**config.mk**
```make
export PLATFORM = sky130hd
export DESIGN_NAME = njtb_div
export DESIGN_NICKNAME = d
export VERILOG_FILES = /design/src/design/njtb_pkg.sv /design/src/design/njtb_div.sv
export SDC_FILE = /design/constraint.sdc
export NUM_CORES = 1
export LEC_CHECK = 0
export ABC_AREA = 1
export ABC_CLOCK_PERIOD_IN_PS = 2800
export BUFFER_PORTS_ARGS = -buffer_cell sky130_fd_sc_hd__buf_4
export CORE_MARGIN = 5
export CORE_UTILIZATION = 61
export CTS_CLUSTER_SIZE = 16
export DETAILED_ROUTE_END_ITERATION = 8
export PLACE_DENSITY_LB_ADDON = 0.3
export SYNTH_ARGS = -nofsm -noshare
export SYNTH_HDL_FRONTEND = slang
export SYNTH_SLANG_ARGS = --single-unit
```
**constraint.sdc**
```tcl
create_clock -name clk_i -period 2.8 [get_ports clk_i]
set_clock_uncertainty 0.15 [all_clocks]
set_input_delay 0.14 -clock clk_i [delete_from_list [all_inputs] [get_ports clk_i]]
set_output_delay 0.14 -clock clk_i [all_outputs]
set_load 0.01 [all_outputs]
```
**src/design/njtb_pkg.sv**
```systemverilog
// Shared widths, register codes and helpers for the neighbor-joining tree builder.
package njtb_pkg;

  localparam int MAX_TAXA_DEF = 64;
  localparam int ID_W         = 7;
  localparam int DATA_W       = 32;
  localparam int SUM_W        = 40;
  localparam int PROD_W       = 40;
  localparam int KEY_W        = 42;
  localparam int NUM_W        = 42;
  localparam int DEN_W        = 8;
  localparam int BR_W         = 44;
  localparam int OUT_W        = 80;

  localparam logic REG_TAXA  = 1'b0;
  localparam logic REG_CLAMP = 1'b1;

  function automatic logic [DATA_W-1:0] sat32(input logic signed [BR_W-1:0] x);
    logic signed [BR_W-1:0] hi;
    logic signed [BR_W-1:0] lo;
    hi = BR_W'(64'sd2147483647);
    lo = -BR_W'(64'sd2147483648);
    if (x > hi) begin
      sat32 = 32'h7FFF_FFFF;
    end else if (x < lo) begin
      sat32 = 32'h8000_0000;
    end else begin
      sat32 = x[DATA_W-1:0];
    end
  endfunction

endpackage

```
**src/design/njtb_div.sv**
```systemverilog
// Bit-serial floor divider: signed dividend by a small positive divisor.
module njtb_div import njtb_pkg::*; (
  input  logic                    clk_i,
  input  logic                    rst_ni,
  input  logic                    start_i,
  input  logic signed [NUM_W-1:0] num_i,
  input  logic [DEN_W-1:0]        den_i,
  output logic                    done_o,
  output logic signed [NUM_W-1:0] quot_o
);

  localparam int CNT_W = $clog2(NUM_W + 1);

  logic             busy_q;
  logic             done_q;
  logic [CNT_W-1:0] cnt_q;
  logic             neg_q;
  logic [NUM_W-1:0] mag_q;
  logic [NUM_W-1:0] quo_q;
  logic [DEN_W-1:0] den_q;
  logic [DEN_W:0]   rem_q;
  logic [DEN_W:0]   rem_sh;
  logic             fits;

  assign rem_sh = {rem_q[DEN_W-1:0], mag_q[NUM_W-1]};
  assign fits   = rem_sh >= {1'b0, den_q};

  always_ff @(posedge clk_i or negedge rst_ni) begin
    if (!rst_ni) begin
      busy_q <= 1'b0;
      done_q <= 1'b0;
      cnt_q  <= '0;
    end else begin
      done_q <= 1'b0;
      if (start_i) begin
        busy_q <= 1'b1;
        cnt_q  <= '0;
      end else if (busy_q) begin
        cnt_q <= cnt_q + 1'b1;
        if (cnt_q == CNT_W'(NUM_W - 1)) begin
          busy_q <= 1'b0;
          done_q <= 1'b1;
        end
      end
    end
  end

  always_ff @(posedge clk_i) begin
    if (start_i) begin
      neg_q <= num_i[NUM_W-1];
      mag_q <= num_i[NUM_W-1] ? NUM_W'(-num_i) : NUM_W'(num_i);
      quo_q <= '0;
      rem_q <= '0;
      den_q <= den_i;
    end else if (busy_q) begin
      mag_q <= {mag_q[NUM_W-2:0], 1'b0};
      quo_q <= {quo_q[NUM_W-2:0], fits};
      rem_q <= fits ? (rem_sh - {1'b0, den_q}) : rem_sh;
    end
  end

  // floor for negative dividends: -(q + (rem != 0))
  assign quot_o = neg_q ? -$signed(quo_q + NUM_W'(rem_q != '0)) : $signed(quo_q);
  assign done_o = done_q;

endmodule

```
==> out/results.md, run 1 <==
| Step | Item | This run |
| --- | --- | --- |
| run status | Result of the run | complete, but fails checks |
| run status | Failing checks | setup timing |
| detailed routing | Remaining DRCs | 0 |
| critical path | Worst reg2reg startpoint | mag_q[41]$_DFFE_PP_ |
| yosys | Synthesized-area fraction occupied by ao, oa, aoi and oai cells | 10.9% |
| timing | Slew at the pin closest to its max-slew limit | 0.660 ns |
| yosys | Share of cell area taken by muxes after synthesis | 0% |
| clock network | TritonCTS clock tree | yes |
| yosys | Fraction of the mapped netlist area in simple logic gates | 36.9% |
| critical path | Worst setup EP type | output pin |
| pwr | Max VDD drop | 0.000440 V |
| layout | Finished Cell Area | 0.0114 mm² |
| run | Max_cap viols | 0 |
| yosys | Most used standard cell by instance count after synthesis | sky130_fd_sc_hd__nand2_1 |
| yosys | Most frequent cells after synthesis | 470 x sky130_fd_sc_hd__nand2_1, 241 x sky130_fd_sc_hd__inv_1, 111 x sky130_fd_sc_hd__nor2_1 |
| yosys | Parity-gate share of the synthesized area counting xor and xnor cells | 3.68% |
| grt | Largest net degree at the start of global routing | 43 |
| grt | Combined global-route utilization of all metal layers | 27.7% |
| yosys | EDFF count, synth | 51 |
| detailed routing | Average wire per standard cell | 14.6 µm |
| yosys | Portion of the post-synthesis area used by sequential elements | 29.6% |
| critical path | CP max stage delay | 0.33 ns |
| layout | Ant. Diodes | 0 |
| placement | Worst setup slack after placement | -0.0637 ns |
| pwr | Total power divided by cell area | 691 mW/mm² |
| clock network | Clock input transition at the sequential cells of the worst setup and hold paths | 0.08 ns |
| critical path | CP Buf/Inv Count | 8 |
| critical path | Crit-path leading delay family | simple AND/OR/NAND/NOR gates |
| worst hold path | End of the worst hold path | quo_q[0]$_SDFFE_PP0P_ |
| clock network | Clock network latency to the later pin of the worst-skew pair | 0.37 ns |
| critical path | Required time of the critical path | 2.51 ns |
| yosys | Cell types occupying the most area after synthesis | sky130_fd_sc_hd__nand2_1 19%, sky130_fd_sc_hd__edfxtp_1 16%, sky130_fd_sc_hd__dfxtp_1 11% |
| grt | Number of global-route vias before repair | 9045 |
| detailed routing | Routed Antenna Nets | 0 |
| floorplanning | Cell row count | 45 |
| layout | Area growth from synthesis to layout | 22.8% |
| floorplanning | Starting utilization of the core area | 61.6% |
| worst hold path | Critical hold path startpoint | start_i |
| timing | Final Worst Setup Slack | -0.410 ns |
| yosys | Cell count after synthesis | 1445 |
| yosys | Post-synthesis cell type count | 43 |
| placement | I/O Buffers | 95 |
| yosys | Fraction of synthesized cell area taken by the top area cell type | 19.0% |
| floorplanning | Die Ht | 133 µm |
| timing | Final hold violations | 0 |
| yosys | Count of yosys warnings during synthesis | 0 |
| grt | Antenna violations before repair | 0 |
| worst hold path | Worst hold path stage count | 4 |
| detailed routing | Via density | 5.49 |
| detailed routing | Starting DRC count in detailed routing | 828 |
| layout | Final net count | 1677 |
| clock network | Worst-case clock buffer depth | 2 |
| clock network | Clock Sinks | 110 |
| worst hold path | Type of the tightest min-delay check | input port to flip-flop |
| timing | Count of endpoints failing setup in the final report | 38 |
| timing | Minimum period implied by the final worst setup slack | 3.21 ns |
| detailed routing | Pre-antenna DRT Iters | 7 |
| critical path | Arrival time of data at the critical path endpoint | 2.92 ns |
| yosys | Synthesized net count | 1553 |
| detailed routing | DRT Wirelength | 25700 µm |
| yosys | #FFs+latches synth | 110 |
| critical path | Sort of element at the start of the critical path | flip-flop |
| yosys | Yosys top cell by area | sky130_fd_sc_hd__nand2_1 |
| yosys | Average instance area after synthesis | 6.43 µm² |
| critical path | Critical Path, Cell by Cell | nor4_2 > nand4_1 > nor3_2 > ha_2 > ha_4 > inv_2 > ha_4 > inv_4 > nand2_4 > nand2_4 > and2_4 > buf_4 > buf_6 > buf_6 > buf_6 > buf_6 > nand2_2 > nand2_2 > o22ai_2 > buf_4 |
| critical path | Cell at the slowest stage of the critical path | sky130_fd_sc_hd__dfxtp_2 |
| placement | RD Place Congestion | 0.959 |
| timing | Worst slew margin relative to its limit | 55.7% |
| critical path | R2R Setup Slk | 0.60 ns |
| critical path | Reg2reg path depth | 9 |
| yosys | Proportion of synthesized flip-flops having asynchronous set or reset | 7.27% |
| timing | Period utilization | 115% |
| yosys | Cell area after synthesis | 0.00929 mm² |
| clock network | Number of levels in the clock H-tree | 3 |
| timing | Unrepaired setup endpoints after global routing | true |
| detailed routing | Number of vias after detailed routing | 9678 |
| timing | Fmax achieved | 312 MHz |
| floorplanning | Floorplan die area | 0.0178 mm² |
| floorplanning | Die boundary width | 133 µm |
| placement | Area of placed instances | 0.0102 mm² |
| critical path | Worst path most repeated cell | sky130_fd_sc_hd__buf_6 |
| clock network | TritonCTS buffer count | 9 |
| critical path | Crit path kind | flip-flop to output pin |
| pwr | Static Leak | 5.83 nW |
| layout | Filler instances | 1201 |
| layout | Layout cell share with drive strength beyond 1 | 18.7% |
| floorplanning | Placeable core area | 0.0151 mm² |
| floorplanning | Boundary Pins | 96 |
| grt | Aggregate global routing overflow | 0 |
| yosys | Adder-cell share of the synthesized area | 7.49% |
| critical path | Worst-path maximum fanout | 2 |
| clock network | Cell at the root of the clock tree | sky130_fd_sc_hd__clkbuf_16 |
| critical path | Reg2Reg Capture Point | rem_q[6]$_SDFFE_PP0P_ |
| grt | Global-route wire length before repair | 41200 µm |
| timing | Final count of pins violating max slew | 0 |
| placement | Estimated wirelength of the detail-placed design | 18600 µm |
| yosys | Flip-flop cell with the highest count after synthesis | sky130_fd_sc_hd__edfxtp_1 |
| yosys | Combinational family with the most area after synthesis | simple AND/OR/NAND/NOR gates |
[tightest hold or removal path, cell delays in order]
cell                      delay [ns]
sky130_fd_sc_hd__buf_4          0.17
sky130_fd_sc_hd__a21oi_1        0.05
sky130_fd_sc_hd__o21ai_0        0.08
sky130_fd_sc_hd__inv_1          0.04
[repair_timing]
item,4_1_cts,5_1_grt
pin swaps,32,31
hold buffers,12,0
resized for setup,91,58
endpoints found under the hold margin,18,0
setup endpoints to repair,37,40
setup buffers,9,12
[flip-flops by register name, indices dropped and copies added, names as in the netlist]
signal,cells
mag_q,42
quo_q,42
rem_q,9
den_q,8
cnt_q,6
busy_q,1
done_o,1
neg_q,1
[power breakdown]
| group | internal, W | total [W] | switching, W |
|---|---|---|---|
| registers | 0.00184 | 0.00192 | 0.0000796 |
| logic | 0.00221 | 0.00461 | 0.00240 |
| clock network | 0.000646 | 0.00135 | 0.000707 |
| total | 0.00470 | 0.00788 | 0.00319 |
[through the flow]
step / TNS, ns / util, % / cells / hold slack [ns] / total power (W)
5_1_grt: -15.46 / 75.6 / 1762 / 0.0195 / 0.00836
3_5_place_dp: -0.331 / 67.8 / 1714 / -0.182 / 0.00525
2_1_floorplan: 0 / - / 1445 / -0.306 / 0.00392
4_1_cts: -8.45 / 73.3 / 1750 / 0.00284 / 0.00729
3_3_place_gp: 0 / 67.8 / 1714 / -0.181 / 0.00519
6_report: -9.91 / 75.6 / 1762 / 0.00527 / 0.00788
[worst max path at each step]
stage	start	endpoint	slack, ns	depth (start not counted)
2_1_floorplan	rem_q[6]$_SDFFE_PP0P_	quot_o[13]	0.30	15
3_3_place_gp	rem_q[6]$_SDFFE_PP0P_	quot_o[37]	0.05	19
3_5_place_dp	rem_q[6]$_SDFFE_PP0P_	quot_o[37]	-0.06	19
4_1_cts	rem_q[8]$_SDFFE_PP0P_	quot_o[37]	-0.36	19
5_1_grt	rem_q[6]$_SDFFE_PP0P_	quot_o[37]	-0.55	19
6_report	rem_q[6]$_SDFFE_PP0P_	quot_o[5]	-0.41	20
[layout by cell type, fill, tap and decap left out, drive strengths merged, types with 6 or more instances in the layout]
| cell | count |
|---|---|
| nand2 | 486 |
| nand3b | 8 |
| dfrtp | 8 |
| buf | 134 |
| inv | 247 |
| o22ai | 46 |
| nor3 | 20 |
| a21oi | 42 |
| nand3 | 116 |
| xnor2 | 15 |
| clkbuf | 9 |
| ha | 54 |
| xor2 | 24 |
| dfxtp | 51 |
| o21ai | 76 |
| nand4 | 17 |
| edfxtp | 51 |
| nor2 | 127 |
| or2 | 6 |
| dlygate4sd3 | 12 |
[metal layers]
| metal | global-route usage, % | share of wire [%] | vias to the layer above |
|---|---|---|---|
| met1 | 33.8 | 42 | 4388 |
| met4 | 10.3 | 3.6 | 0 |
| met3 | 4.91 | 6.1 | 66 |
| met5 | 0 | 0 | - |
| met2 | 48.8 | 49 | 347 |
| li1 | - | - | 4877 |
[cells by family (layout without fill, tap and decap cells)]
group | after synthesis | count (layout)
buf+inv | 277 | 406
flops | 110 | 110
fa+ha+maj | 55 | 55
simple gates | 783 | 783
xor+xnor | 39 | 39
compound gates | 181 | 181
[final cells by class]
type                       count  area [µm²]  area share (%)
tap                          188         235            2.06
inverter                     244         918            8.05
clock buffer                   9         225            1.97
multi-input combinational   1058        5990            52.5
timing repair buffer         146        1200            10.5
clock inverter                 7        88.8           0.779
sequential                   110        2760            24.2
Note: power is estimated with default switching activity, not from simulation.
==> run 2: changes to the inputs <==
REMOVE_ABC_BUFFERS = 1   (was default)
==> out/results.md, run 2 (synthesis results as in run 1) <==
| Step | Item | This run | Change |
| --- | --- | --- | --- |
| timing | Unrepaired setup endpoints after global routing | true |  |
| timing | Summed negative setup slack over all endpoints | -7.18 ns | +2.73 ns |
| run status | Failing checks | setup timing |  |
| placement | Estimated wirelength of the detail-placed design | 18300 µm | -1.5% |
| layout | Final net count | 1675 | -0.12% |
| detailed routing | Average wire per standard cell | 14.5 µm | -0.49% |
| clock network | Clock network latency to the later pin of the worst-skew pair | 0.38 ns | about the same |
| placement | Worst setup slack after placement | -0.173 ns | -0.109 ns |
| detailed routing | Starting DRC count in detailed routing | 818 | -1.2% |
| grt | Aggregate global routing overflow | 0 | unchanged |
| timing | Minimum period implied by the final worst setup slack | 3.10 ns | -0.105 ns |
| detailed routing | Routed Antenna Nets | 0 | unchanged |
| grt | Combined global-route utilization of all metal layers | 27.9% | +0.26 points |
| timing | Count of endpoints failing setup in the final report | 35 | -7.9% |
| layout | Final core utilization | 75.6% | about the same |
| timing | Final hold violations | 0 | unchanged |
| layout | Most common cell after layout, fill and taps aside | sky130_fd_sc_hd__nand2_1 |  |
| critical path | Arrival time of data at the critical path endpoint | 2.81 ns | -0.11 ns |
| critical path | Worst setup EP type | output pin |  |
| grt | Largest net degree at the start of global routing | 85 | +98% |
| run | Max_cap viols | 0 | unchanged |
| grt | Global-route wire length before repair | 41600 µm | +1.2% |
| detailed routing | Remaining DRCs | 0 | unchanged |
| pwr | Total power divided by cell area | 686 mW/mm² | -0.73% |
| layout | Ant. Diodes | 0 | unchanged |
| placement | I/O Buffers | 95 | unchanged |
| timing | Period utilization | 111% | -3.8 points |
| detailed routing | DRT Wirelength | 25600 µm | -0.61% |
| clock network | Clock Sinks | 110 | unchanged |
| layout | Most frequent cells in the layout | 431 x sky130_fd_sc_hd__nand2_1, 238 x sky130_fd_sc_hd__inv_1, 109 x sky130_fd_sc_hd__nor2_1, 105 x sky130_fd_sc_hd__buf_4, 91 x sky130_fd_sc_hd__nand3_1 |  |
| clock network | TritonCTS buffer count | 9 | unchanged |
| clock network | Worst-case clock buffer depth | 2 | unchanged |
| worst hold path | Type of the tightest min-delay check | input port to flip-flop |  |
| floorplanning | Placeable core area | 0.0151 mm² | unchanged |
| clock network | Clock input transition at the sequential cells of the worst setup and hold paths | 0.09 ns | about the same |
| timing | Slew at the pin closest to its max-slew limit | 0.717 ns | +0.0577 ns |
| detailed routing | Number of vias after detailed routing | 9679 | +0.010% |
| critical path | Worst-path maximum fanout | 4 | +2 |
| pwr | Max VDD drop | 0.000451 V | +2.3% |
| clock network | Cell at the root of the clock tree | sky130_fd_sc_hd__clkbuf_16 |  |
| layout | Area used by multi-input combinational logic | 0.00594 mm² | -0.73% |
| critical path | Required time of the critical path | 2.51 ns | about the same |
| floorplanning | Starting utilization of the core area | 61.6% | unchanged |
| critical path | Crit path kind | flip-flop to output pin |  |
| run status | Result of the run | complete, but fails checks |  |
| detailed routing | Pre-antenna DRT Iters | 5 | -2 |
| floorplanning | Die Ht | 133 µm | unchanged |
| placement | RD Place Congestion | 0.941 | -1.9% |
| timing | Fmax achieved | 322 MHz | +3.4% |
| floorplanning | Die boundary width | 133 µm | unchanged |
| layout | Area occupied by registers | 0.00276 mm² | about the same |
| timing | Final Worst Setup Slack | -0.305 ns | +0.105 ns |
| layout | Filler instances | 1170 | -2.6% |
| layout | Layout cell share with drive strength beyond 1 | 18.1% | -0.61 points |
| timing | Hold slack | 0.00631 ns | +0.00104 ns |
| timing | Worst slew margin relative to its limit | 51.8% | -3.9 points |
| layout | Largest regs | mag_q: 42 flops, quo_q: 42 flops, rem_q: 9 flops |  |
| floorplanning | Boundary Pins | 96 | unchanged |
| detailed routing | Via density | 5.50 | +0.12% |
| pwr | Static Leak | 5.84 nW | +0.19% |
| grt | Number of global-route vias before repair | 9146 | +1.1% |
| clock network | TritonCTS clock tree | yes |  |
| layout | Area growth from synthesis to layout | 22.7% | about the same |
| floorplanning | Floorplan die area | 0.0178 mm² | unchanged |
| timing | Final count of pins violating max slew | 0 | unchanged |
| clock network | Number of levels in the clock H-tree | 3 | unchanged |
| critical path | Sort of element at the start of the critical path | flip-flop |  |
| grt | Antenna violations before repair | 0 | unchanged |
| floorplanning | Cell row count | 45 | unchanged |
-- run 2: changes by cell type in the layout (fill, tap and decap cells not counted), sizes merged --
cell         delta
dlygate4sd3     +4
clkbuf          +1
inv             -2
clkinv          +1
buf             -6
-- run 2: layout make-up --
class	instances	share of cell area, %
multi-input cells	1058	52.1
flip-flops and latches	110	24.2
repair buffers	144	10.7
inverters	244	8.07
clock buffers	10	2.19
well taps	188	2.06
clock inverters	6	0.647
-- run 2: final timing paths --
path | from | endpoint | slack (ns) | depth (start not counted)
worst max register to register | den_q[0]$_DFFE_PP_ | rem_q[6]$_SDFFE_PP0P_ | 0.52 | 8
max in group asynchronous | rst_ni | cnt_q[4]$_DFFE_PN0P_ | 1.64 | 3
worst max-delay path | rem_q[6]$_SDFFE_PP0P_ | quot_o[29] | -0.30 | 19
min in group asynchronous | rst_ni | busy_q$_DFF_PN0_ | 0.60 | 3
worst min register to register | rem_q[3]$_SDFFE_PP0P_ | rem_q[3]$_SDFFE_PP0P_ | 0.33 | 2
worst min-delay path | num_i[6] | mag_q[6]$_DFFE_PP_ | 0.006 | 3
-- run 2: critical path: stages, from the launching register on --
cell,delay [ns]
sky130_fd_sc_hd__dfxtp_2,0.35
sky130_fd_sc_hd__nor4_4,0.26
sky130_fd_sc_hd__nand4_1,0.13
sky130_fd_sc_hd__nor3_2,0.13
sky130_fd_sc_hd__ha_2,0.21
sky130_fd_sc_hd__ha_4,0.16
sky130_fd_sc_hd__inv_4,0.04
sky130_fd_sc_hd__ha_4,0.16
sky130_fd_sc_hd__inv_4,0.06
sky130_fd_sc_hd__nand2_4,0.05
sky130_fd_sc_hd__nand2_2,0.06
sky130_fd_sc_hd__and2_4,0.14
sky130_fd_sc_hd__nand3b_1,0.12
sky130_fd_sc_hd__nand3_4,0.14
sky130_fd_sc_hd__nand2_2,0.06
sky130_fd_sc_hd__nand2_1,0.05
sky130_fd_sc_hd__nand2_1,0.05
sky130_fd_sc_hd__nand3_1,0.06
sky130_fd_sc_hd__nand2_1,0.08
sky130_fd_sc_hd__buf_6,0.13
-- run 2: power by group --
group	internal [W]	switching, W	total (W)
Combinational	0.00213	0.00239	0.00452
Sequential	0.00184	0.0000824	0.00192
Clock	0.000689	0.000697	0.00139
-- run 2: what timing repair did --
action / 4_1_cts / 5_1_grt
resized for setup: 98 / 54
hold buffers: 15 / 1
setup endpoints to repair: 37 / 39
setup buffers: 6 / 9
hold endpoints to repair: 23 / 1
pin swaps: 33 / 28
cloned: 0 / 0
-- run 2: stage by stage --
stage	instance area (µm²)	cells	total power (W)
floorplan	9150	1412	0.00389
global placement	10300	1720	0.00528
detailed placement	10300	1720	0.00535
CTS	11100	1754	0.00738
global route	11400	1760	0.00832
finish	11400	1760	0.00782
-- run 2: layer usage --
| layer | global-route usage [%] | routed length [µm] |
|---|---|---|
| met1 | 34.8 | 10500 |
| met3 | 3.63 | 1590 |
| met5 | 0 | 0 |
| met2 | 48.8 | 12500 |
| met4 | 11.8 | 1040 |
